[src/sv/bdws_pkg.sv]
package bdws_pkg;

	// Default geometry of the store.
	localparam int DEPTH_DEF      = 16;
	localparam int ITEM_WIDTH_DEF = 32;

	// Field widths fixed by the command and register formats.
	localparam int CMD_W   = 3;
	localparam int LIMIT_W = 5;

	localparam logic [LIMIT_W-1:0] LIMIT_RESET = 5'd16;

	// Command codes.
	localparam logic [CMD_W-1:0] CMD_PUSH_BACK  = 3'd0;
	localparam logic [CMD_W-1:0] CMD_PUSH_FRONT = 3'd1;
	localparam logic [CMD_W-1:0] CMD_POP_FRONT  = 3'd2;
	localparam logic [CMD_W-1:0] CMD_POP_BACK   = 3'd3;
	localparam logic [CMD_W-1:0] CMD_SEARCH     = 3'd4;

	typedef enum logic {
		ST_IDLE,
		ST_SCAN
	} state_t;

	// Per-cell control: load the incoming item, take the left neighbour,
	// take the right neighbour, or capture a search compare.
	typedef struct packed {
		logic load;
		logic shr;
		logic shl;
		logic capture;
	} cell_ctrl_t;

endpackage

[src/sv/bdws_cmd_if.sv]
interface bdws_cmd_if #(
	parameter int ITEM_WIDTH = bdws_pkg::ITEM_WIDTH_DEF
);
	logic                       valid;
	logic                       ready;
	logic [bdws_pkg::CMD_W-1:0] command;
	logic [ITEM_WIDTH-1:0]      item_value;

	modport source (output valid, output command, output item_value, input ready);
	modport sink   (input valid, input command, input item_value, output ready);
endinterface

[src/sv/bdws_res_if.sv]
interface bdws_res_if #(
	parameter int ITEM_WIDTH = bdws_pkg::ITEM_WIDTH_DEF,
	parameter int CNT_W      = $clog2(bdws_pkg::DEPTH_DEF + 1)
);
	logic                  valid;
	logic                  ready;
	logic                  ok;
	logic [ITEM_WIDTH-1:0] item_out;
	logic [CNT_W-1:0]      position;
	logic [CNT_W-1:0]      occupancy;

	modport source (output valid, output ok, output item_out, output position,
		output occupancy, input ready);
	modport sink   (input valid, input ok, input item_out, input position,
		input occupancy, output ready);
endinterface

[src/sv/bdws_cell.sv]
module bdws_cell #(
	parameter int ITEM_WIDTH = bdws_pkg::ITEM_WIDTH_DEF
) (
	input  logic                 clk,
	input  bdws_pkg::cell_ctrl_t ctrl,
	input  logic [ITEM_WIDTH-1:0] in_value,
	input  logic [ITEM_WIDTH-1:0] left_data,
	input  logic [ITEM_WIDTH-1:0] right_data,
	output logic [ITEM_WIDTH-1:0] data_q,
	output logic                  hit_q
);

	// Entry storage: no reset, an entry is only read once it has been written.
	always_ff @(posedge clk) begin
		if (ctrl.load) begin
			data_q <= in_value;
		end else if (ctrl.shr) begin
			data_q <= left_data;
		end else if (ctrl.shl) begin
			data_q <= right_data;
		end
	end

	// The search key arrives with the item; the compare result is kept for the scan.
	always_ff @(posedge clk) begin
		if (ctrl.capture) begin
			hit_q <= (data_q == in_value);
		end
	end

endmodule

[src/sv/bounded_deque_with_search_core.sv]
// Bounded double-ended store with search. Items are kept in a row of cells
// with the front entry always in cell 0: a push at the front shifts the row
// one cell towards the back, a pop at the front shifts it one cell towards
// the front, a push at the back loads the cell at the current occupancy and
// a pop at the back reads the cell just below it. Push, pop and unknown
// commands are finished when accepted, so a new item can be accepted in
// every cycle while results are taken. A search first lets every cell
// compare its entry against the value in the cycle the item is accepted,
// then a scanner walks the stored hit flags one cell per cycle from the
// front; the block stays busy until the scan stops at the first match or at
// the occupancy. The result sits in an output register, so the next item is
// taken in the same cycle as the previous result is taken.
// The capacity register may be written at any time the block is idle; a
// limit above DEPTH behaves as DEPTH and a limit of zero refuses all pushes.
// There is no clearing pass after reset: only entries that are held are read.
module bounded_deque_with_search_core #(
	parameter int DEPTH      = bdws_pkg::DEPTH_DEF,
	parameter int ITEM_WIDTH = bdws_pkg::ITEM_WIDTH_DEF,
	parameter int CNT_W      = $clog2(DEPTH + 1)
) (
	input  logic                             clk,
	input  logic                             arst_n,
	bdws_cmd_if.sink                         cmd,
	bdws_res_if.source                       res,
	input  logic                             cfg_we,
	input  logic [bdws_pkg::LIMIT_W-1:0]     cfg_wdata
);

	// Width of a cell index, and of the compare between count and limit.
	localparam int IDX_W = (DEPTH > 1) ? $clog2(DEPTH) : 1;
	localparam int CMP_W = (CNT_W > bdws_pkg::LIMIT_W) ? CNT_W : bdws_pkg::LIMIT_W;

	// Configuration register: the capacity limit.
	logic [bdws_pkg::LIMIT_W-1:0] limit_q;

	always_ff @(posedge clk or negedge arst_n) begin
		if (!arst_n) begin
			limit_q <= bdws_pkg::LIMIT_RESET;
		end else if (cfg_we) begin
			limit_q <= cfg_wdata;
		end
	end

	// Control state.
	bdws_pkg::state_t state_q, state_d;
	logic [CNT_W-1:0] count_q, count_d;
	logic [CNT_W-1:0] scan_q, scan_d;

	// Output register.
	logic                  out_valid_q;
	logic                  out_ok_q;
	logic [ITEM_WIDTH-1:0] out_item_q;
	logic [CNT_W-1:0]      out_pos_q;
	logic [CNT_W-1:0]      out_occ_q;

	// Result to be loaded into the output register this cycle.
	logic                  out_load;
	logic                  r_ok;
	logic [ITEM_WIDTH-1:0] r_item;
	logic [CNT_W-1:0]      r_pos;

	// Cell row.
	logic [ITEM_WIDTH-1:0] data_w [DEPTH];
	logic [DEPTH-1:0]      hit_w;

	logic             in_ready;
	logic             accept;
	logic             full;
	logic [CNT_W-1:0] count_m1;
	logic             push_back_go;
	logic             push_front_go;
	logic             pop_front_go;
	logic             search_go;

	// The block takes an item only when idle and the output register will be
	// free at the same edge.
	assign in_ready  = (state_q == bdws_pkg::ST_IDLE) && (!out_valid_q || res.ready);
	assign cmd.ready = in_ready;
	assign accept    = cmd.valid && in_ready;

	// Full once the count reaches either the configured limit or the depth.
	assign full = (CMP_W'(count_q) >= CMP_W'(limit_q)) || (count_q >= CNT_W'(DEPTH));
	assign count_m1 = count_q - CNT_W'(1);

	assign push_back_go  = accept && (cmd.command == bdws_pkg::CMD_PUSH_BACK) && !full;
	assign push_front_go = accept && (cmd.command == bdws_pkg::CMD_PUSH_FRONT) && !full;
	assign pop_front_go  = accept && (cmd.command == bdws_pkg::CMD_POP_FRONT)
		&& (count_q != '0);
	assign search_go     = accept && (cmd.command == bdws_pkg::CMD_SEARCH);

	// Each cell is told whether to load, shift or capture. A push at the back
	// loads the cell just past the last held entry; a push at the front loads
	// cell 0 while every other cell takes its left neighbour.
	for (genvar i = 0; i < DEPTH; i++) begin : g_cell
		bdws_pkg::cell_ctrl_t  ctrl;
		logic [ITEM_WIDTH-1:0] left_d;
		logic [ITEM_WIDTH-1:0] right_d;

		always_comb begin
			ctrl.load    = (push_back_go && (count_q == CNT_W'(i)))
				|| (push_front_go && (i == 0));
			ctrl.shr     = push_front_go && (i != 0);
			ctrl.shl     = pop_front_go;
			ctrl.capture = search_go;
		end

		if (i == 0) begin : g_first
			assign left_d = cmd.item_value;
		end else begin : g_mid
			assign left_d = data_w[i-1];
		end

		if (i == DEPTH - 1) begin : g_last
			assign right_d = data_w[i];
		end else begin : g_inner
			assign right_d = data_w[i+1];
		end

		bdws_cell #(
			.ITEM_WIDTH (ITEM_WIDTH)
		) u_cell (
			.clk        (clk),
			.ctrl       (ctrl),
			.in_value   (cmd.item_value),
			.left_data  (left_d),
			.right_data (right_d),
			.data_q     (data_w[i]),
			.hit_q      (hit_w[i])
		);
	end

	always_ff @(posedge clk or negedge arst_n) begin
		if (!arst_n) begin
			state_q <= bdws_pkg::ST_IDLE;
			count_q <= '0;
			scan_q  <= '0;
		end else begin
			state_q <= state_d;
			count_q <= count_d;
			scan_q  <= scan_d;
		end
	end

	// Next state and results. Push, pop and unknown-command results are formed
	// at once; a search moves to the scan, which checks one cell's hit flag per
	// cycle from the front and stops at the first hit or at the occupancy.
	always_comb begin
		state_d  = state_q;
		count_d  = count_q;
		scan_d   = scan_q;
		out_load = 1'b0;
		r_ok     = 1'b0;
		r_item   = '0;
		r_pos    = '0;
		unique case (state_q)
			bdws_pkg::ST_IDLE: begin
				if (accept) begin
					if (cmd.command == bdws_pkg::CMD_SEARCH) begin
						state_d = bdws_pkg::ST_SCAN;
						scan_d  = '0;
					end else begin
						out_load = 1'b1;
						case (cmd.command)
							bdws_pkg::CMD_PUSH_BACK, bdws_pkg::CMD_PUSH_FRONT: begin
								if (!full) begin
									r_ok    = 1'b1;
									count_d = count_q + CNT_W'(1);
								end
							end
							bdws_pkg::CMD_POP_FRONT: begin
								if (count_q != '0) begin
									r_ok    = 1'b1;
									r_item  = data_w[0];
									count_d = count_m1;
								end
							end
							bdws_pkg::CMD_POP_BACK: begin
								if (count_q != '0) begin
									r_ok    = 1'b1;
									r_item  = data_w[count_m1[IDX_W-1:0]];
									count_d = count_m1;
								end
							end
							default: begin
								r_ok = 1'b0;
							end
						endcase
					end
				end
			end
			bdws_pkg::ST_SCAN: begin
				if (scan_q >= count_q) begin
					out_load = 1'b1;
					state_d  = bdws_pkg::ST_IDLE;
				end else if (hit_w[scan_q[IDX_W-1:0]]) begin
					out_load = 1'b1;
					r_ok     = 1'b1;
					r_pos    = scan_q + CNT_W'(1);
					state_d  = bdws_pkg::ST_IDLE;
				end else begin
					scan_d = scan_q + CNT_W'(1);
				end
			end
			default: begin
				state_d = bdws_pkg::ST_IDLE;
			end
		endcase
	end

	always_ff @(posedge clk or negedge arst_n) begin
		if (!arst_n) begin
			out_valid_q <= 1'b0;
		end else if (out_load) begin
			out_valid_q <= 1'b1;
		end else if (res.ready) begin
			out_valid_q <= 1'b0;
		end
	end

	// The occupancy reported is the count after the command.
	always_ff @(posedge clk) begin
		if (out_load) begin
			out_ok_q   <= r_ok;
			out_item_q <= r_item;
			out_pos_q  <= r_pos;
			out_occ_q  <= count_d;
		end
	end

	assign res.valid     = out_valid_q;
	assign res.ok        = out_ok_q;
	assign res.item_out  = out_item_q;
	assign res.position  = out_pos_q;
	assign res.occupancy = out_occ_q;

	// The count never goes past the physical depth.
	a_count_bound: assert property (@(posedge clk) disable iff (!arst_n)
		count_q <= CNT_W'(DEPTH))
		else $error("entry count above depth");

	// No new item is taken while a search is being scanned.
	a_scan_blocks: assert property (@(posedge clk) disable iff (!arst_n)
		(state_q == bdws_pkg::ST_SCAN) |-> !cmd.ready)
		else $error("item accepted during search scan");

	// The output register is empty for the whole scan, so the result can land.
	a_scan_out_free: assert property (@(posedge clk) disable iff (!arst_n)
		(state_q == bdws_pkg::ST_SCAN) |-> !out_valid_q)
		else $error("output busy during search scan");

	// A successful push adds exactly one entry.
	a_push_count: assert property (@(posedge clk) disable iff (!arst_n)
		(push_back_go || push_front_go) |=> (count_q == $past(count_q) + CNT_W'(1)))
		else $error("push did not advance count");

endmodule
[src/flat_wrapper.sv]
// flat-port wrapper written by rule: the top's interface ports become plain ports
module bounded_deque_with_search_core_flat 
#(
	parameter int DEPTH      = bdws_pkg::DEPTH_DEF,
	parameter int ITEM_WIDTH = bdws_pkg::ITEM_WIDTH_DEF,
	parameter int CNT_W      = $clog2(DEPTH + 1)
)
  (clk, arst_n, cfg_we, cfg_wdata, cmd_valid, cmd_command, cmd_item_value, cmd_ready, res_valid, res_ok, res_item_out, res_position, res_occupancy, res_ready);
  bdws_cmd_if #(.ITEM_WIDTH(ITEM_WIDTH)) cmd_i ();
  bdws_res_if #(.ITEM_WIDTH(ITEM_WIDTH), .CNT_W(CNT_W)) res_i ();
  input  logic clk;
  input  logic arst_n;
  input  logic cfg_we;
  input  logic [bdws_pkg::LIMIT_W-1:0] cfg_wdata;
  input wire logic [$bits(cmd_i.valid)-1:0] cmd_valid;
  input wire logic [$bits(cmd_i.command)-1:0] cmd_command;
  input wire logic [$bits(cmd_i.item_value)-1:0] cmd_item_value;
  output wire logic [$bits(cmd_i.ready)-1:0] cmd_ready;
  output wire logic [$bits(res_i.valid)-1:0] res_valid;
  output wire logic [$bits(res_i.ok)-1:0] res_ok;
  output wire logic [$bits(res_i.item_out)-1:0] res_item_out;
  output wire logic [$bits(res_i.position)-1:0] res_position;
  output wire logic [$bits(res_i.occupancy)-1:0] res_occupancy;
  input wire logic [$bits(res_i.ready)-1:0] res_ready;
  assign cmd_i.valid = cmd_valid;
  assign cmd_i.command = cmd_command;
  assign cmd_i.item_value = cmd_item_value;
  assign cmd_ready = cmd_i.ready;
  assign res_valid = res_i.valid;
  assign res_ok = res_i.ok;
  assign res_item_out = res_i.item_out;
  assign res_position = res_i.position;
  assign res_occupancy = res_i.occupancy;
  assign res_i.ready = res_ready;
  bounded_deque_with_search_core #(.DEPTH(DEPTH), .ITEM_WIDTH(ITEM_WIDTH), .CNT_W(CNT_W)) u_core (.clk(clk), .arst_n(arst_n), .cmd(cmd_i), .res(res_i), .cfg_we(cfg_we), .cfg_wdata(cfg_wdata));
endmodule
[config.mk]
export PLATFORM = sky130hd
export DESIGN_NAME = bounded_deque_with_search_core_flat
export DESIGN_NICKNAME = d
export VERILOG_FILES = /design/src/sv/bdws_pkg.sv /design/src/sv/bdws_cmd_if.sv /design/src/sv/bdws_res_if.sv /design/src/sv/bdws_cell.sv /design/src/sv/bounded_deque_with_search_core.sv /design/src/flat_wrapper.sv
export SDC_FILE = /design/constraint.sdc
export NUM_CORES = 2
export LEC_CHECK = 0
export BUFFER_PORTS_ARGS = -buffer_cell sky130_fd_sc_hd__buf_2
export CORE_MARGIN = 2
export CORE_UTILIZATION = 30
export CTS_BUF_LIST = sky130_fd_sc_hd__clkbuf_2 sky130_fd_sc_hd__clkbuf_4 sky130_fd_sc_hd__clkbuf_8
export DETAILED_ROUTE_END_ITERATION = 16
export GPL_ROUTABILITY_DRIVEN = 0
export PLACE_DENSITY_LB_ADDON = 0.1
export SKIP_LAST_GASP = 1
export SYNTH_ARGS = -nofsm -noshare
export SYNTH_HDL_FRONTEND = slang
export SYNTH_HIERARCHICAL = 1
export SYNTH_SLANG_ARGS = --single-unit
export TNS_END_PERCENT = 20
[constraint.sdc]
create_clock -name clk -period 10.1 [get_ports clk]
set_input_delay 0.505 -clock clk [delete_from_list [all_inputs] [get_ports clk]]
set_output_delay 0.505 -clock clk [all_outputs]
set_load 0.05 [all_outputs]
==> summary.md <==
| Metric | Value |
|---|---|
| TritonCTS Buffers | `116` |
| Critical path type | `register to register` |
| WP buf/inv | `3` |
| CP most frequent cell | `o21ai_0` |
| Placed Area | `0.0414 sq mm` |
| Setup repair after global routing missed its margin | `no` |
| WHS | `~0.094 ns` |
| Initial antenna violation count | `9` |
| Post-synthesis cell count | `between 3k and 4k` |
| Clk buf depth | `3` |
| Global-route wire length before repair | `between 200 and 250 mm` |
| Crit path arrival time | `between 5 and 6 ns` |
| Reg2reg setup slack | `4.66 ns` |
| Post-route cell area | `around 0.044 sq mm` |
| Largest net degree at the start of global routing | `~120` |
| CTS Sinks | `between 500 and 600` |
| CTS tree | `done` |
| Slew margin rel. | `around 22%` |
| Post-synth top area cell | `edfxtp_1` |
| Placed Cells | `5212` |
| Vias per std cell | `5.09` |
| Pre-antenna DRT Iters | `5` |
| Period Utilization, post-route | `around 54%` |
| Clk slew on worst S/H paths | `roughly 0.06 ns` |
| Synthesized area per cell | `between 10 and 15 sq um` |
| Vias in the first global route | `approximately 28k` |
| Worst-case clock skew | `slightly above 0.03 ns` |
| Total track usage | `between 20% and 30%` |
| Worst EP required | `roughly 11 ns` |
| Worst VDD drop | `0.160 mV` |
| Final Non-Filler Cells | `~5.5k` |
| Final hold vios | `0` |
| CP Launch Type | `register` |
| Die H | `around 370 microns` |
| Peak fanout along the critical path | `between 100 and 150` |
| Max cap viols | `0` |
| Setup TNS Final | `0 ns` |
| Syn_nets | `3597` |
| Die ar. | `between 0.1 and 0.15 sq mm` |
| IO Count | `90` |
| Async SR Flop Fraction | `between 2 and 3%` |
| Post-Synth XOR/XNOR Area | `11.4%` |
| Vias | `~28k` |
| RR Startpoint | `u_core/count_q[0]` |
| Core footprint | `approximately 0.13 sq mm` |
| Cell variety after synth | `55` |
| Switching share of power | `a little under 40%` |
| Cells along the critical path | `inv_1 > ha_1 > nor2b_1 > o21ai_0 > a311oi_1 > nor3b_2 > and2_4 > buf_12 > buf_4 > mux2i_1 > o21ai_0` |
| H-tree levels | `3` |
| P per Cell Area | `215 mW/mm^2` |
| Site row count | `~130` |
| Hold Crit Endpoint | `u_core/count_q[2]` |
| Register area share after synthesis | `between 40 and 50%` |
| Slowest cell on the critical path | `buf_4` |
| NumNets Final | `approximately 3.7k` |
| Clk root buf | `clkbuf_8` |
| Top-area cell type share of the netlist area | `43.5%` |
| Pleak | `around 0.014 uW` |
| Mux cell area share after synthesis | `between 20% and 30%` |
| Post-Syn Area | `slightly below 0.04 sq mm` |
| # resized after CTS | `0` |
| Fmax | `0.184 GHz` |
| Final total power | `between 9000 and 10000 uW` |
| Syn-to-layout area delta | `11.5%` |
| Hold Path Depth | `3` |
| CP top delay family | `buffers and inverters` |
| Final wirelength | `138 mm` |
| Top cells by count, synth | `edfxtp_1 (571), nand2_1 (561), mux2i_1 (546)` |
| Post-synthesis simple-gate area fraction | `under 10%` |
| P_sw | `3640 uW` |
| Worst reg-to-reg path cell count | `11` |
| EDFF count, synth | `between 500 and 600` |
| Adder-cell share of the synthesized area | `0.508%` |
| Internal | `~5800 uW` |
| Synth Area in Compound Gates | `8.03%` |
| Crit path largest cell delay | `0.85 ns` |
| Layout cell share with drive strength beyond 1 | `roughly 15%` |
| RR Endpoint | `u_core/g_cell[1].u_cell/data_q[16]` |
| DP HPWL | `between 90 and 100 mm` |
| Critical path endpoint category | `register` |
| WL per Instance | `around 25 microns` |
| Die X | `about 370 microns` |
| Max Transition Viols Final | `0` |
| Setup violations, final | `0` |
| Clock latency on the worst-skew pair | `roughly 0.84 ns` |
| Commonest register cell after synthesis | `edfxtp_1` |
| Worst-Margin Slew | `between 1 and 1.5 ns` |
| Synth warn | `6` |
| DR iter-0 viols | `1958` |
| Seq pwr share | `35.0%` |
| Synth area leaders | `edfxtp_1 (43%), mux2i_1 (14%), xor2_1 (11%)` |
| Worst min path class | `input pin to register` |
| FF+latch count, synth | `roughly 590` |
| DRC viols | `0` |
| Fin crit period | `5.44 ns` |
| Initial Utilization | `a little under a third` |
| Port Buffer Count | `89` |
| Hold path start | `cmd_command[2]` |
| Total congestion overflow | `0` |
| Clock power share | `about 27%` |
| Largest family of logic cells by synthesized area | `multiplexers` |
| Logic pwr share | `37.6%` |
| Run status | `completed` |
| Cell with the most instances after synthesis | `edfxtp_1` |
| DRT antenna net count | `0` |
how the worst max path moves through the flow:
stage	to	startpoint	depth (start not counted)
2_1_floorplan	u_core/g_cell[10].u_cell/data_q[0]	u_core/count_q[0]	11
3_3_place_gp	u_core/g_cell[1].u_cell/data_q[2]	u_core/count_q[0]	11
3_5_place_dp	u_core/g_cell[1].u_cell/data_q[16]	u_core/count_q[0]	11
4_1_cts	u_core/g_cell[1].u_cell/data_q[16]	u_core/count_q[0]	11
5_1_grt	u_core/g_cell[3].u_cell/data_q[31]	u_core/count_q[0]	11
6_report	u_core/g_cell[1].u_cell/data_q[16]	u_core/count_q[0]	11
cells by family (layout without fill, tap and decap cells):
group           count (synthesis)  in the layout
mux                           712            712
flops                         588            588
buf+inv                       248            406
other cells                     1              4
xor+xnor                      515            515
simple gates                  841            841
fa+ha+maj                      16             16
compound gates                615            615
worst reg2reg max path, cell delays in order (launching register included):
cell,delay (ns)
dfrtp_4,0.83
inv_1,0.28
ha_1,0.34
nor2b_1,0.10
o21ai_0,0.12
a311oi_1,0.54
nor3b_2,0.41
and2_4,0.46
buf_12,0.66
buf_4,1.00
mux2i_1,0.34
o21ai_0,0.10
cells in the final DEF (no fill, tap or decap), types with 5 or more instances in the layout:
master and n:
edfxtp_1 571, nand2_1 559, mux2i_1 546, o21ai_0 523, xor2_1 513, nor4_1 129, mux4_2 128, clkbuf_8 126
buf_2 89, buf_4 61, nor2_1 57, a21oi_1 44, clkbuf_4 34, clkinv_1 33, nand4_1 33, o22ai_1 32
mux2_2 29, clkinv_2 19, dlygate4sd3_1 16, inv_1 15, ha_1 15, dfrtp_1 15, or3_2 14, nor2_4 12
nand3_1 8, bufinv_16 5
cell type report:
type | count | area (sq um)
Tap cell | 1755 | 2200
Antenna cell | 3 | 7.51
Inverter | 16 | 60.1
Multi-Input combinational cell | 2700 | 20600
Sequential cell | 588 | 17600
Clock inverter | 61 | 403
Clock buffer | 160 | 1990
Fill cell | 13319 | 87000
Timing Repair Buffer | 169 | 1120
what timing repair did:
item	CTS	global route
setup buffers	0	0
endpoints found under the hold margin	23	0
hold buffers	16	0
power groups by stage:
stage               logic (uW)  clock network, uW  registers [uW]
detailed placement        3640                  0            3370
floorplan                 2290                  0            3330
global placement          3640                  0            3380
CTS                       3650               2680            3330
global route              3800               2770            3360
finish                    3550               2590            3320
sequential cells by signal, summed over array words and instances, names as in the netlist:
name and cells:
u_core/limit_q 5, u_core/g_cell.u_cell/data_q 512, u_core/res.valid 1, u_core/scan_q 5, u_core/res.position 5, u_core/state_q 1, u_core/res.occupancy 5, u_core/res.ok 1
u_core/res.item_out 32, u_core/g_cell.u_cell/hit_q 16, u_core/count_q 5
metal layers:
metal	share of wire, %	global-route usage [%]	wire [microns]
met5	0	0	0
met4	2.1	5.03	2940
met3	3.1	2.21	4220
met2	48	33.6	66700
met1	46	27.7	63700
through the flow:
step	worst slack, ns	utilization [%]
3_3_place_gp	4.68	31.6
5_1_grt	4.16	33.6
4_1_cts	4.65	33.6
2_1_floorplan	6.20	-
3_5_place_dp	4.64	31.6
6_report	4.66	33.6
No activity file was read; power rests on OpenSTA's default activity.
